==> src/rtl/pert_pkg.sv <==
`timescale 1ns / 1ps
// package for the priority expiry record table
// record type, operation and status codes, controller states; no dependencies
package pert_pkg;

    localparam int TABLE_SLOTS_DEF = 32;

    typedef struct packed {
        logic        used;
        logic [31:0] handle;
        logic [7:0]  prio;
        logic [31:0] expiry;
    } rec_t;

    typedef enum logic [2:0] {
        FN_CLEAR  = 3'd0,
        FN_ADD    = 3'd1,
        FN_FIND   = 3'd2,
        FN_REMOVE = 3'd3,
        FN_SELECT = 3'd4,
        FN_PURGE  = 3'd5
    } func_t;

    localparam logic [2:0] ST_OK       = 3'd0;
    localparam logic [2:0] ST_FULL     = 3'd1;
    localparam logic [2:0] ST_DUP      = 3'd2;
    localparam logic [2:0] ST_NOTFOUND = 3'd3;
    localparam logic [2:0] ST_INVALID  = 3'd4;

    localparam logic [1:0] REG_INVALID_HANDLE = 2'd0;
    localparam logic [1:0] REG_REPORT_DELETES = 2'd1;

    typedef enum logic [1:0] {
        S_IDLE,
        S_SCAN,
        S_WRITE,
        S_DONE
    } state_t;

endpackage

==> src/rtl/pert_cell.sv <==
`timescale 1ns / 1ps
// one record cell of the rotating table ring
// uses pert_pkg for the record type
module pert_cell
    import pert_pkg::*;
(
    input  logic aclk,
    input  logic aresetn,
    input  logic shift_en,
    input  rec_t d,
    output rec_t q
);

    rec_t q_reg;

    always_ff @(posedge aclk) begin
        if (!aresetn) begin
            q_reg.used <= 1'b0;
        end else if (shift_en) begin
            q_reg <= d;
        end
    end

    assign q = q_reg;

endmodule

==> src/rtl/priority_expiry_record_table_unit.sv <==
`timescale 1ns / 1ps
// priority expiry record table: records rotate through a ring of TABLE_SLOTS cells,
// the controller sees one record per cycle at the head cell while the output is not
// stalled. an item takes one pass of the ring and then the result state (a successful
// add takes a second pass to write the record in); one item at a time, a new item is
// accepted only in idle. the ring holds while any result waits on the output. reset
// empties every slot; registers return to defaults.
module priority_expiry_record_table_unit
    import pert_pkg::*;
#(
    parameter int TABLE_SLOTS = TABLE_SLOTS_DEF
) (
    input  logic        aclk,
    input  logic        aresetn,
    input  logic        cfg_we,
    input  logic [1:0]  cfg_index,
    input  logic [31:0] cfg_wdata,
    input  logic        s_valid,
    output logic        s_ready,
    input  logic [2:0]  s_func,
    input  logic [31:0] s_handle,
    input  logic [7:0]  s_priority_req,
    input  logic [31:0] s_expiration,
    input  logic [7:0]  s_min_priority,
    input  logic [31:0] s_now_time,
    output logic        m_valid,
    input  logic        m_ready,
    output logic [2:0]  m_status,
    output logic [31:0] m_out_handle,
    output logic [7:0]  m_out_priority,
    output logic [31:0] m_out_expiration,
    output logic [5:0]  m_purged_count,
    output logic        m_last_of_run
);

    localparam int CW = $clog2(TABLE_SLOTS + 1);
    localparam logic [CW-1:0] LAST_IDX = CW'(TABLE_SLOTS - 1);
    localparam logic [CW-1:0] ONE_IDX  = CW'(1);

    logic [31:0] inv_reg;
    logic        rep_reg;

    state_t      state_reg, state_next;
    logic [CW-1:0] cnt_reg, cnt_next;
    logic [CW-1:0] k_reg, k_next;
    logic        free_reg, free_next;
    logic        hit_reg, hit_next;
    logic [5:0]  pcnt_reg, pcnt_next;
    rec_t        res_reg, res_next;

    logic [2:0]  fn_reg;
    logic [31:0] h_reg, e_reg, now_reg;
    logic [7:0]  p_reg, minp_reg;

    logic        mv_reg;
    logic [2:0]  mst_reg;
    logic [31:0] mh_reg, me_reg;
    logic [7:0]  mp_reg;
    logic [5:0]  mc_reg;
    logic        ml_reg;

    rec_t cell_q [TABLE_SLOTS];
    rec_t feed;
    rec_t head;
    logic shift_en;
    logic out_busy;
    logic emit_del;
    logic emit_fin;
    logic [2:0] fin_status;
    rec_t fin_rec;
    logic [5:0] fin_cnt;
    logic match, expired, better;

    genvar gi;
    generate
        for (gi = 0; gi < TABLE_SLOTS; gi++) begin : g_ring
            if (gi == TABLE_SLOTS - 1) begin : g_tail
                pert_cell u_cell (
                    .aclk(aclk), .aresetn(aresetn), .shift_en(shift_en),
                    .d(feed), .q(cell_q[gi])
                );
            end else begin : g_mid
                pert_cell u_cell (
                    .aclk(aclk), .aresetn(aresetn), .shift_en(shift_en),
                    .d(cell_q[gi+1]), .q(cell_q[gi])
                );
            end
        end
    endgenerate

    assign head     = cell_q[0];
    assign out_busy = mv_reg && !m_ready;
    assign s_ready  = (state_reg == S_IDLE);

    assign match   = head.used && (head.handle == h_reg) && (h_reg != inv_reg);
    assign expired = head.used && (head.expiry != 32'd0) && (head.expiry <= now_reg);
    assign better  = head.used && (head.prio >= minp_reg) &&
                     (!hit_reg || (head.prio > res_reg.prio) ||
                      ((head.prio == res_reg.prio) && (head.expiry < res_reg.expiry)));

    always_ff @(posedge aclk) begin
        if (!aresetn) begin
            inv_reg <= 32'd0;
            rep_reg <= 1'b1;
        end else if (cfg_we) begin
            if (cfg_index == REG_INVALID_HANDLE) inv_reg <= cfg_wdata;
            if (cfg_index == REG_REPORT_DELETES) rep_reg <= cfg_wdata[0];
        end
    end

    always_ff @(posedge aclk) begin
        if (s_valid && s_ready) begin
            fn_reg   <= s_func;
            h_reg    <= s_handle;
            p_reg    <= s_priority_req;
            e_reg    <= s_expiration;
            minp_reg <= s_min_priority;
            now_reg  <= s_now_time;
        end
    end

    always_comb begin
        state_next = state_reg;
        cnt_next   = cnt_reg;
        k_next     = k_reg;
        free_next  = free_reg;
        hit_next   = hit_reg;
        pcnt_next  = pcnt_reg;
        res_next   = res_reg;
        feed       = head;
        shift_en   = 1'b0;
        emit_del   = 1'b0;
        emit_fin   = 1'b0;
        fin_status = ST_OK;
        fin_rec    = '0;
        fin_cnt    = 6'd0;
        case (state_reg)
            S_IDLE: begin
                if (s_valid) begin
                    state_next = S_SCAN;
                    cnt_next   = '0;
                    free_next  = 1'b0;
                    hit_next   = 1'b0;
                    pcnt_next  = 6'd0;
                    res_next   = '0;
                end
            end
            S_SCAN: begin
                if (!out_busy) begin
                    shift_en = 1'b1;
                    case (fn_reg)
                        FN_CLEAR: feed.used = 1'b0;
                        FN_ADD: begin
                            if (!head.used && !free_reg) begin
                                free_next = 1'b1;
                                k_next    = cnt_reg;
                            end
                            if (match) hit_next = 1'b1;
                        end
                        FN_FIND, FN_REMOVE: begin
                            if (match && !hit_reg) begin
                                hit_next = 1'b1;
                                res_next = head;
                                if (fn_reg == FN_REMOVE) feed.used = 1'b0;
                            end
                        end
                        FN_SELECT: begin
                            if (better) begin
                                hit_next = 1'b1;
                                res_next = head;
                            end
                        end
                        FN_PURGE: begin
                            if (expired) begin
                                feed.used = 1'b0;
                                pcnt_next = pcnt_reg + 6'd1;
                                emit_del  = rep_reg;
                            end
                        end
                        default: ;
                    endcase
                    cnt_next = cnt_reg + ONE_IDX;
                    if (cnt_reg == LAST_IDX) begin
                        cnt_next = '0;
                        // successful add needs a second pass to drop the record in
                        if (fn_reg == FN_ADD && free_next && !hit_next)
                            state_next = S_WRITE;
                        else
                            state_next = S_DONE;
                    end
                end
            end
            S_WRITE: begin
                if (!out_busy) begin
                    shift_en = 1'b1;
                    if (cnt_reg == k_reg) begin
                        feed.used   = 1'b1;
                        feed.handle = h_reg;
                        feed.prio   = p_reg;
                        feed.expiry = e_reg;
                    end
                    cnt_next = cnt_reg + ONE_IDX;
                    if (cnt_reg == LAST_IDX) begin
                        cnt_next   = '0;
                        state_next = S_DONE;
                    end
                end
            end
            S_DONE: begin
                case (fn_reg)
                    FN_ADD: begin
                        if (!free_reg)    fin_status = ST_FULL;
                        else if (hit_reg) fin_status = ST_DUP;
                        else begin
                            fin_rec.handle = h_reg;
                            fin_rec.prio   = p_reg;
                            fin_rec.expiry = e_reg;
                        end
                    end
                    FN_FIND, FN_REMOVE: begin
                        if (h_reg == inv_reg) fin_status = ST_INVALID;
                        else if (!hit_reg)    fin_status = ST_NOTFOUND;
                        else                  fin_rec = res_reg;
                    end
                    FN_SELECT: begin
                        if (!hit_reg) fin_status = ST_NOTFOUND;
                        else          fin_rec = res_reg;
                    end
                    FN_PURGE: fin_cnt = pcnt_reg;
                    default: ;
                endcase
                if (!out_busy) begin
                    emit_fin   = 1'b1;
                    state_next = S_IDLE;
                end
            end
            default: state_next = S_IDLE;
        endcase
    end

    always_ff @(posedge aclk) begin
        if (!aresetn) begin
            state_reg <= S_IDLE;
            cnt_reg   <= '0;
        end else begin
            state_reg <= state_next;
            cnt_reg   <= cnt_next;
        end
        k_reg    <= k_next;
        free_reg <= free_next;
        hit_reg  <= hit_next;
        pcnt_reg <= pcnt_next;
        res_reg  <= res_next;
    end

    always_ff @(posedge aclk) begin
        if (!aresetn) begin
            mv_reg <= 1'b0;
        end else if (emit_del || emit_fin) begin
            mv_reg <= 1'b1;
        end else if (m_ready) begin
            mv_reg <= 1'b0;
        end
        if (emit_del) begin
            mst_reg <= ST_OK;
            mh_reg  <= head.handle;
            mp_reg  <= 8'd0;
            me_reg  <= 32'd0;
            mc_reg  <= 6'd0;
            ml_reg  <= 1'b0;
        end else if (emit_fin) begin
            mst_reg <= fin_status;
            mh_reg  <= fin_rec.handle;
            mp_reg  <= fin_rec.prio;
            me_reg  <= fin_rec.expiry;
            mc_reg  <= fin_cnt;
            ml_reg  <= 1'b1;
        end
    end

    assign m_valid          = mv_reg;
    assign m_status         = mst_reg;
    assign m_out_handle     = mh_reg;
    assign m_out_priority   = mp_reg;
    assign m_out_expiration = me_reg;
    assign m_purged_count   = mc_reg;
    assign m_last_of_run    = ml_reg;

    // the ring never moves while a result is stuck on the output
    a_hold_ring: assert property (@(posedge aclk) disable iff (!aresetn)
        (mv_reg && !m_ready) |-> !shift_en)
        else $error("ring shifted under output stall");

    // the final result of an item carries the last flag
    a_fin_last: assert property (@(posedge aclk) disable iff (!aresetn)
        emit_fin |=> (mv_reg && ml_reg))
        else $error("final result without last flag");

    // delete results only come out of a purge scan
    a_del_purge: assert property (@(posedge aclk) disable iff (!aresetn)
        emit_del |-> (state_reg == S_SCAN && fn_reg == FN_PURGE && rep_reg))
        else $error("delete result outside purge");

    // a pass ends at the last slot and goes on to the result or write pass
    a_pass_end: assert property (@(posedge aclk) disable iff (!aresetn)
        (state_reg == S_SCAN && shift_en && cnt_reg == LAST_IDX)
        |=> (state_reg == S_DONE || state_reg == S_WRITE) && cnt_reg == '0)
        else $error("scan pass did not wrap");

endmodule
==> config.mk <==
export PLATFORM = sky130hd
export DESIGN_NAME = priority_expiry_record_table_unit
export DESIGN_NICKNAME = d
export VERILOG_FILES = /design/src/rtl/pert_pkg.sv /design/src/rtl/pert_cell.sv /design/src/rtl/priority_expiry_record_table_unit.sv
export SDC_FILE = /design/constraint.sdc
export NUM_CORES = 2
export LEC_CHECK = 0
export BUFFER_PORTS_ARGS = -buffer_cell sky130_fd_sc_hd__buf_2
export CORE_UTILIZATION = 40
export DETAILED_ROUTE_END_ITERATION = 6
export HOLD_SLACK_MARGIN = 0.02
export PLACE_DENSITY_LB_ADDON = 0.08
export SETUP_SLACK_MARGIN = 0.4
export SYNTH_ARGS = -nofsm -noshare
export SYNTH_HDL_FRONTEND = slang
export SYNTH_HIERARCHICAL = 1
export SYNTH_SLANG_ARGS = --single-unit
==> constraint.sdc <==
create_clock -name aclk -period 5.7 [get_ports aclk]
set_input_delay 0 -clock aclk [delete_from_list [all_inputs] [get_ports aclk]]
set_output_delay 0 -clock aclk [all_outputs]
set_load 0.03 [all_outputs]
-- Word level (Yosys, flattened, before mapping)
Cells that the tools add are included.
- register bits after elaboration: 2662
- output and inout port bits: 84
- bits of input ports: 154
- word-level logic and storage cells: 298
- bitwise logic cells: 1
- reduce and logical (&&, ||, !) cells: 40
- $lt $le $gt $ge: 4
- muxes and demuxes: 71
- equal/unequal tests: 27
- add/sub/neg operators: 2
- operator list (cell ; count):
    $mux W73 ; 8
    $pmux W73 S2 ; 2
    $mux W72 ; 4
    $pmux W72 S3 ; 1
    $eq A32 B32 Y1 ; 2
    $mux W32 ; 2
    $mux W6 ; 8
    $le A32 B32 Y1 ; 1
    $lt A32 B32 Y1 ; 1
    $ne A32 B32 Y1 ; 1
    $reduce_bool A32 Y1 ; 1
    $mux W1 ; 26
    $pmux W6 S2 ; 2
    $mux W2 ; 9
    $ne A2 B2 Y1 const B ; 9
    $logic_and A1 B1 Y1 ; 13
    $add A6 B1 Y6 const B ; 2
    $reduce_and A6 Y1 ; 2
    $ne A3 B3 Y1 const B ; 3
    $pmux W3 S3 ; 1
    $eq A8 B8 Y1 ; 1
    $ge A8 B8 Y1 ; 1
    $gt A8 B8 Y1 ; 1
    $pmux W2 S4 ; 1
    other kinds (21) ; 43

-- Depth between registers and ports, before layout
- depth after elaboration: 14
- mapped depth: 11
- mapped depth without buffers: 10

-- By module
The synthesis kept the hierarchy.
- by module, submodules not included (module ; seq. area each (um^2) ; cells each ; instances ; area an instance (um^2)):
    pert_cell ; 2182.1 ; 76 ; 32 ; 2205.9
    priority_expiry_record_table_unit ; 8838.5 ; 1347 ; 1 ; 15807.7

-- Worst setup path before layout
OpenSTA, ideal clock, no wires.
- kind: register -> register
- from: register g_ring[0].g_mid.u_cell.q_reg, in the netlist g_ring[0].g_mid.u_cell/q[29]
- to: register res_reg[0] (netlist name) (enable)
- buffers on the path: 0
- slack: -0.575 ns
- stages on the path, launching flop included: 9
- required time: 5.155 ns
- arrival: 5.730 ns
- path through: edfxtp_1 ha_1 a21o_1 a21o_1 a2111oi_0 o211ai_1 a31oi_1 o21ai_1 a31oi_1
- cells in the longest elaborated chain, start to end: 6
- ends and longest elaborated chain (element ; RTL line ; text):
    start, declared ; pert_cell.sv:14 ; rec_t q_reg;
    $lt A32 B32 Y1 ; priority_expiry_record_table_unit.sv:99 ; ((head.prio == res_reg.prio) && (head.expiry < res_reg.expiry)));
    $logic_and A1 B1 Y1 ; priority_expiry_record_table_unit.sv:99 ;
    $logic_or A1 B1 Y1 ; priority_expiry_record_table_unit.sv:98 ; (!hit_reg || (head.prio > res_reg.prio) ||
    $logic_and A1 B1 Y1 ; priority_expiry_record_table_unit.sv:97 ; assign better = head.used && (head.prio >= minp_reg) &&
    $ne A3 B3 Y1 (no source line) ; -- ;
    $reduce_and A6 Y1 (no source line) ; -- ;
    end signal, assigned ; priority_expiry_record_table_unit.sv:253 ; res_reg <= res_next;
    end, declared ; priority_expiry_record_table_unit.sv:49 ; rec_t res_reg, res_next;
No other way between the ends.
A chain may end at the register's enable or synchronous reset.

-- Worst setup path after layout
- from: register g_ring[0].g_mid.u_cell.q_reg, in the netlist g_ring[0].g_mid.u_cell/q[31]
- to: register mh_reg[27] (netlist: m_out_handle[27]) (enable)
- cells in the longest elaborated chain, start to end: 8
- elaborated cells on any way between the ends: 9
- those cells by class: order compare (1); mux (4); reduce/logical (4)
- ends and longest elaborated chain (element ; RTL line ; text):
    branches (longest 2 deep; another with $le A32 B32 Y1) ; -- ;
    $logic_and A1 B1 Y1 (*) ; priority_expiry_record_table_unit.sv:96 ; assign expired = head.used && (head.expiry != 32'd0) && (head.expiry <= now_reg);
    $mux W1 (*) ; priority_expiry_record_table_unit.sv:174 ; if (expired) begin
    $mux W1 (*) ; priority_expiry_record_table_unit.sv:151 ; case (fn_reg)
    $mux W1 (*) ; priority_expiry_record_table_unit.sv:149 ; if (!out_busy) begin
    $mux W1 (*) ; priority_expiry_record_table_unit.sv:137 ; case (state_reg)
    $reduce_bool A2 Y1 (no source line) (*) ; -- ;
    end signal, assigned ; priority_expiry_record_table_unit.sv:266 ; mh_reg <= head.handle;
    end signal, assigned ; priority_expiry_record_table_unit.sv:273 ; mh_reg <= fin_rec.handle;
    end, declared ; priority_expiry_record_table_unit.sv:57 ; logic [31:0] mh_reg, me_reg;
Mark *: on every way between the ends.

==> results by group <==
Die
  – Initial Util: 40.3%
  – Die height: between 400 and 500 µm
  – Core area: about 210,000 µm²
  – Cell Rows: 170
  – Total Die Area: 218,000 µm²
  – Die X: 467 µm
  – IO Count: between 200 and 250

Yosys
  – Mapped Cells: 3,779
  – Synth unique cells: between 50 and 60
  – Cell with the most instances after synthesis: edfxtp_1
  – Area leader, netlist: edfxtp_1
  – Yosys warnings: 6
  – Post-synth top cells: edfxtp_1 (2,537), dfxtp_1 (124), and2_1 (112)
  – Syn_nets: 4,018
  – Async set-reset flop share out of synthesis: 0%
  – Dominant cells by area after synthesis: edfxtp_1 (88%), dfxtp_1 (2.9%), ha_1 (1.2%)
  – Register bit count reported by yosys: about 2,700
  – Mapped cell area: roughly 86,000 µm²
  – Post-synth top area share: approximately nine tenths
  – Main synth FF type: edfxtp_1
  – Mapped Avg Cell Area: around 23 µm²
  – Share of the yosys chip area belonging to registers: between 90% and 100%
  – EDFF count, synth: approximately 2,500

Place
  – PortBufs: approximately 240
  – Post-DP HPWL: 124 mm
  – RD Place Congestion: around 0.86
  – Cell Area, Placed: between 90,000 and 100,000 µm²

Final layout
  – Largest register FFs: roughly 2,300
  – NumNets Final: 4,857
  – Fin area: about 100,000 µm²
  – Layout Utilization: between 40% and 50%
  – Share of layout cells above drive strength 1: 15.4%
  – Fillers: 17,600
  – Synth-to-layout area growth: 19.8%

Detailed routing
  – Detailed-route DRC error count: 0
  – Final WL: around 190 mm
  – Vias/cell: approximately 4.8
  – Total number of vias: around 37,000
  – Routed Antenna Nets: 0
  – WL/cell: roughly 25 µm
  – Drt first-iter violations: 3,502
  – Drt first pass iters: 5

Clocking
  – CTS root buffer: clkbuf_16
  – Clk buf depth: 4
  – Worst-skew pair later-pin latency: 0.90 ns
  – Htree depth: 5
  – CTS Sinks: about 2,700
  – Total CTS buffers: 294
  – CTS clk-pin slew, worst paths: about 0.060 ns
  – Post-CTS Setup Bufs: 0
  – CTS tree: yes

STA
  – Setup violators final: 0
  – Final min period: approximately 4.4 ns
  – Setup tns final: 0 ns
  – Max Fclk: about 230 MHz
  – RSZ-0062 raised after global routing: false
  – Final Skew: around 0.039 ns
  – Fin. Hold Viols: 0
  – Final Slew Violations: 0
  – Slew @ Worst Pin: approximately 1.3 ns
  – Fin Hold WS: between 0.1 and 0.15 ns
  – Worst slew margin: 13.0%
  – Final critical-path share of the clock period: between 70 and 80%

GRT
  – Initial antenna violation count: 30
  – Largest net degree at the start of global routing: approximately 70
  – First-pass GRT wire length: about 270 mm
  – Number of global-route vias before repair: between 30,000 and 40,000
  – All-Layer GR Usage: between 15 and 20%
  – GR Overflow Total: 0

Setup path
  – Worst Path Arrival: between 4 and 5 ns
  – Crit Reg-Reg Startpoint: g_ring[0].g_mid.u_cell/q[31]$_DFFE_PP_
  – Crit path from: g_ring[0].g_mid.u_cell/q[31]$_DFFE_PP_
  – Critical path class: reg2reg
  – Most used cell, CP: nand4_1
  – Crit path largest cell delay: 0.90 ns
  – Setup crit start kind: flop
  – Crit path required time: slightly above 6 ns
  – Cell Chain, Critical Path: ha_1 -> nand4_1 -> nor3_2 -> nand4_1 -> a221oi_2 -> and4_4 -> or2_2
  – Slowest CP cell: or2_2
  – Crit path max fanout: 48
  – CP Capture Type: flop

Worst hold path
  – Hold_sp: cfg_wdata[15]
  – Min-delay worst type: in2reg

Power and ir drop
  – Peak supply drop: around 370 µV
  – Total Power: about 0.055 W
  – PD cells: between 500 and 600 nW/µm²
  – LEAKAGE: ~34 nW

Outcome
  – Status: finished, final reports clean

Flow run
  – Max-Cap Viols: 0
[worst paths after layout]
path	endpoint	slack (ns)	cells past startpoint
min reg2reg	g_ring[8].g_mid.u_cell/q[2]$_DFFE_PP_	0.39	0
max reg2reg	m_out_handle[27]$_DFFE_PP_	1.26	7
max	m_out_handle[27]$_DFFE_PP_	1.26	7
min	inv_reg[15]$_SDFFE_PN0P_	0.14	4
[through the flow]
| step | instances | setup WS [ns] |
|---|---|---|
| final | 7685 | 1.26 |
| after floorplan | 3779 | 1.18 |
| after global placement | 6849 | 1.05 |
| after CTS | 7669 | 1.22 |
| after global routing | 7670 | 1.02 |
| after detailed placement | 6850 | 1.26 |
[layer usage]
layer	GRT usage [%]	vias to the layer above	wire length, µm
li1	-	16600	-
met1	25.8	19200	88600
met2	26.0	1040	85000
met3	5.64	291	15600
met4	4.92	4	4260
met5	0	-	23
[area by class of cell]
cell class | count | area (µm²) | share of cell area, %
antenna | 16 | 40.0 | 0.0387
clock buffer | 359 | 7830 | 7.56
clock inverter | 150 | 1160 | 1.13
inverter | 85 | 324 | 0.313
multi-input combinational | 968 | 7210 | 6.96
sequential | 2661 | 78700 | 76.0
tap | 2838 | 3550 | 3.43
timing repair buffer | 608 | 4750 | 4.59
[kinds of logic (layout without fill, tap and decap cells)]
kind of cell	after synthesis	count (layout)	synth area share [%]
multiplexers	106	106	1.33
AO/OA/AOI/OAI	245	245	1.96
adder cells (fa/ha/maj)	85	85	1.23
other	0	16	0
XOR/XNOR	79	79	0.801
buffers and inverters	150	1202	0.717
flip-flops	2661	2661	91.1
AND/OR/NAND/NOR	453	453	2.90
[where the power goes]
| part | internal (W) | switching, W |
|---|---|---|
| combinational | 0.00136 | 0.00545 |
| clock | 0.0105 | 0.00730 |
| sequential | 0.0288 | 0.00197 |
[critical path, delay by kind of cell, from the launching register on]
family | cells | cell delay (ns)
AO/OA/AOI/OAI | 1 | 0.65
adder cells (fa/ha/maj) | 1 | 0.38
flip-flops | 1 | 0.49
AND/OR/NAND/NOR | 5 | 2.42
[what timing repair did]
action / in CTS / in global routing
resized for setup: 0 / 0
hold buffers: 310 / 0
hold endpoints to repair: 282 / 0
endpoints found under the setup margin: 0 / 0
[placed cells by master (no fill, tap or decap), types with 11 or more instances in the layout]
cell,netlist,routed
edfxtp_1,2537,2537
dlygate4sd3_1,0,310
clkbuf_16,0,301
buf_2,9,236
dfxtp_1,124,124
and2_1,112,111
nand2_1,95,94
ha_1,85,84
inv_1,84,83
a21oi_1,74,74
mux2_1,69,69
clkinv_1,0,69
buf_4,2,61
nand3_1,53,52
clkbuf_1,48,50
a22oi_1,47,47
clkinv_2,0,45
nor2b_1,43,43
xor2_1,41,41
xnor2_1,38,38
mux2i_1,34,34
a21boi_0,33,33
and2_4,0,33
a221o_1,32,32
nand4_1,30,30
nor2_1,31,30
nor4_1,19,19
bufinv_16,0,17
diode_2,0,16
o21ai_0,14,14
nor3_1,12,11
No activity file was read; power rests on OpenSTA's default activity.
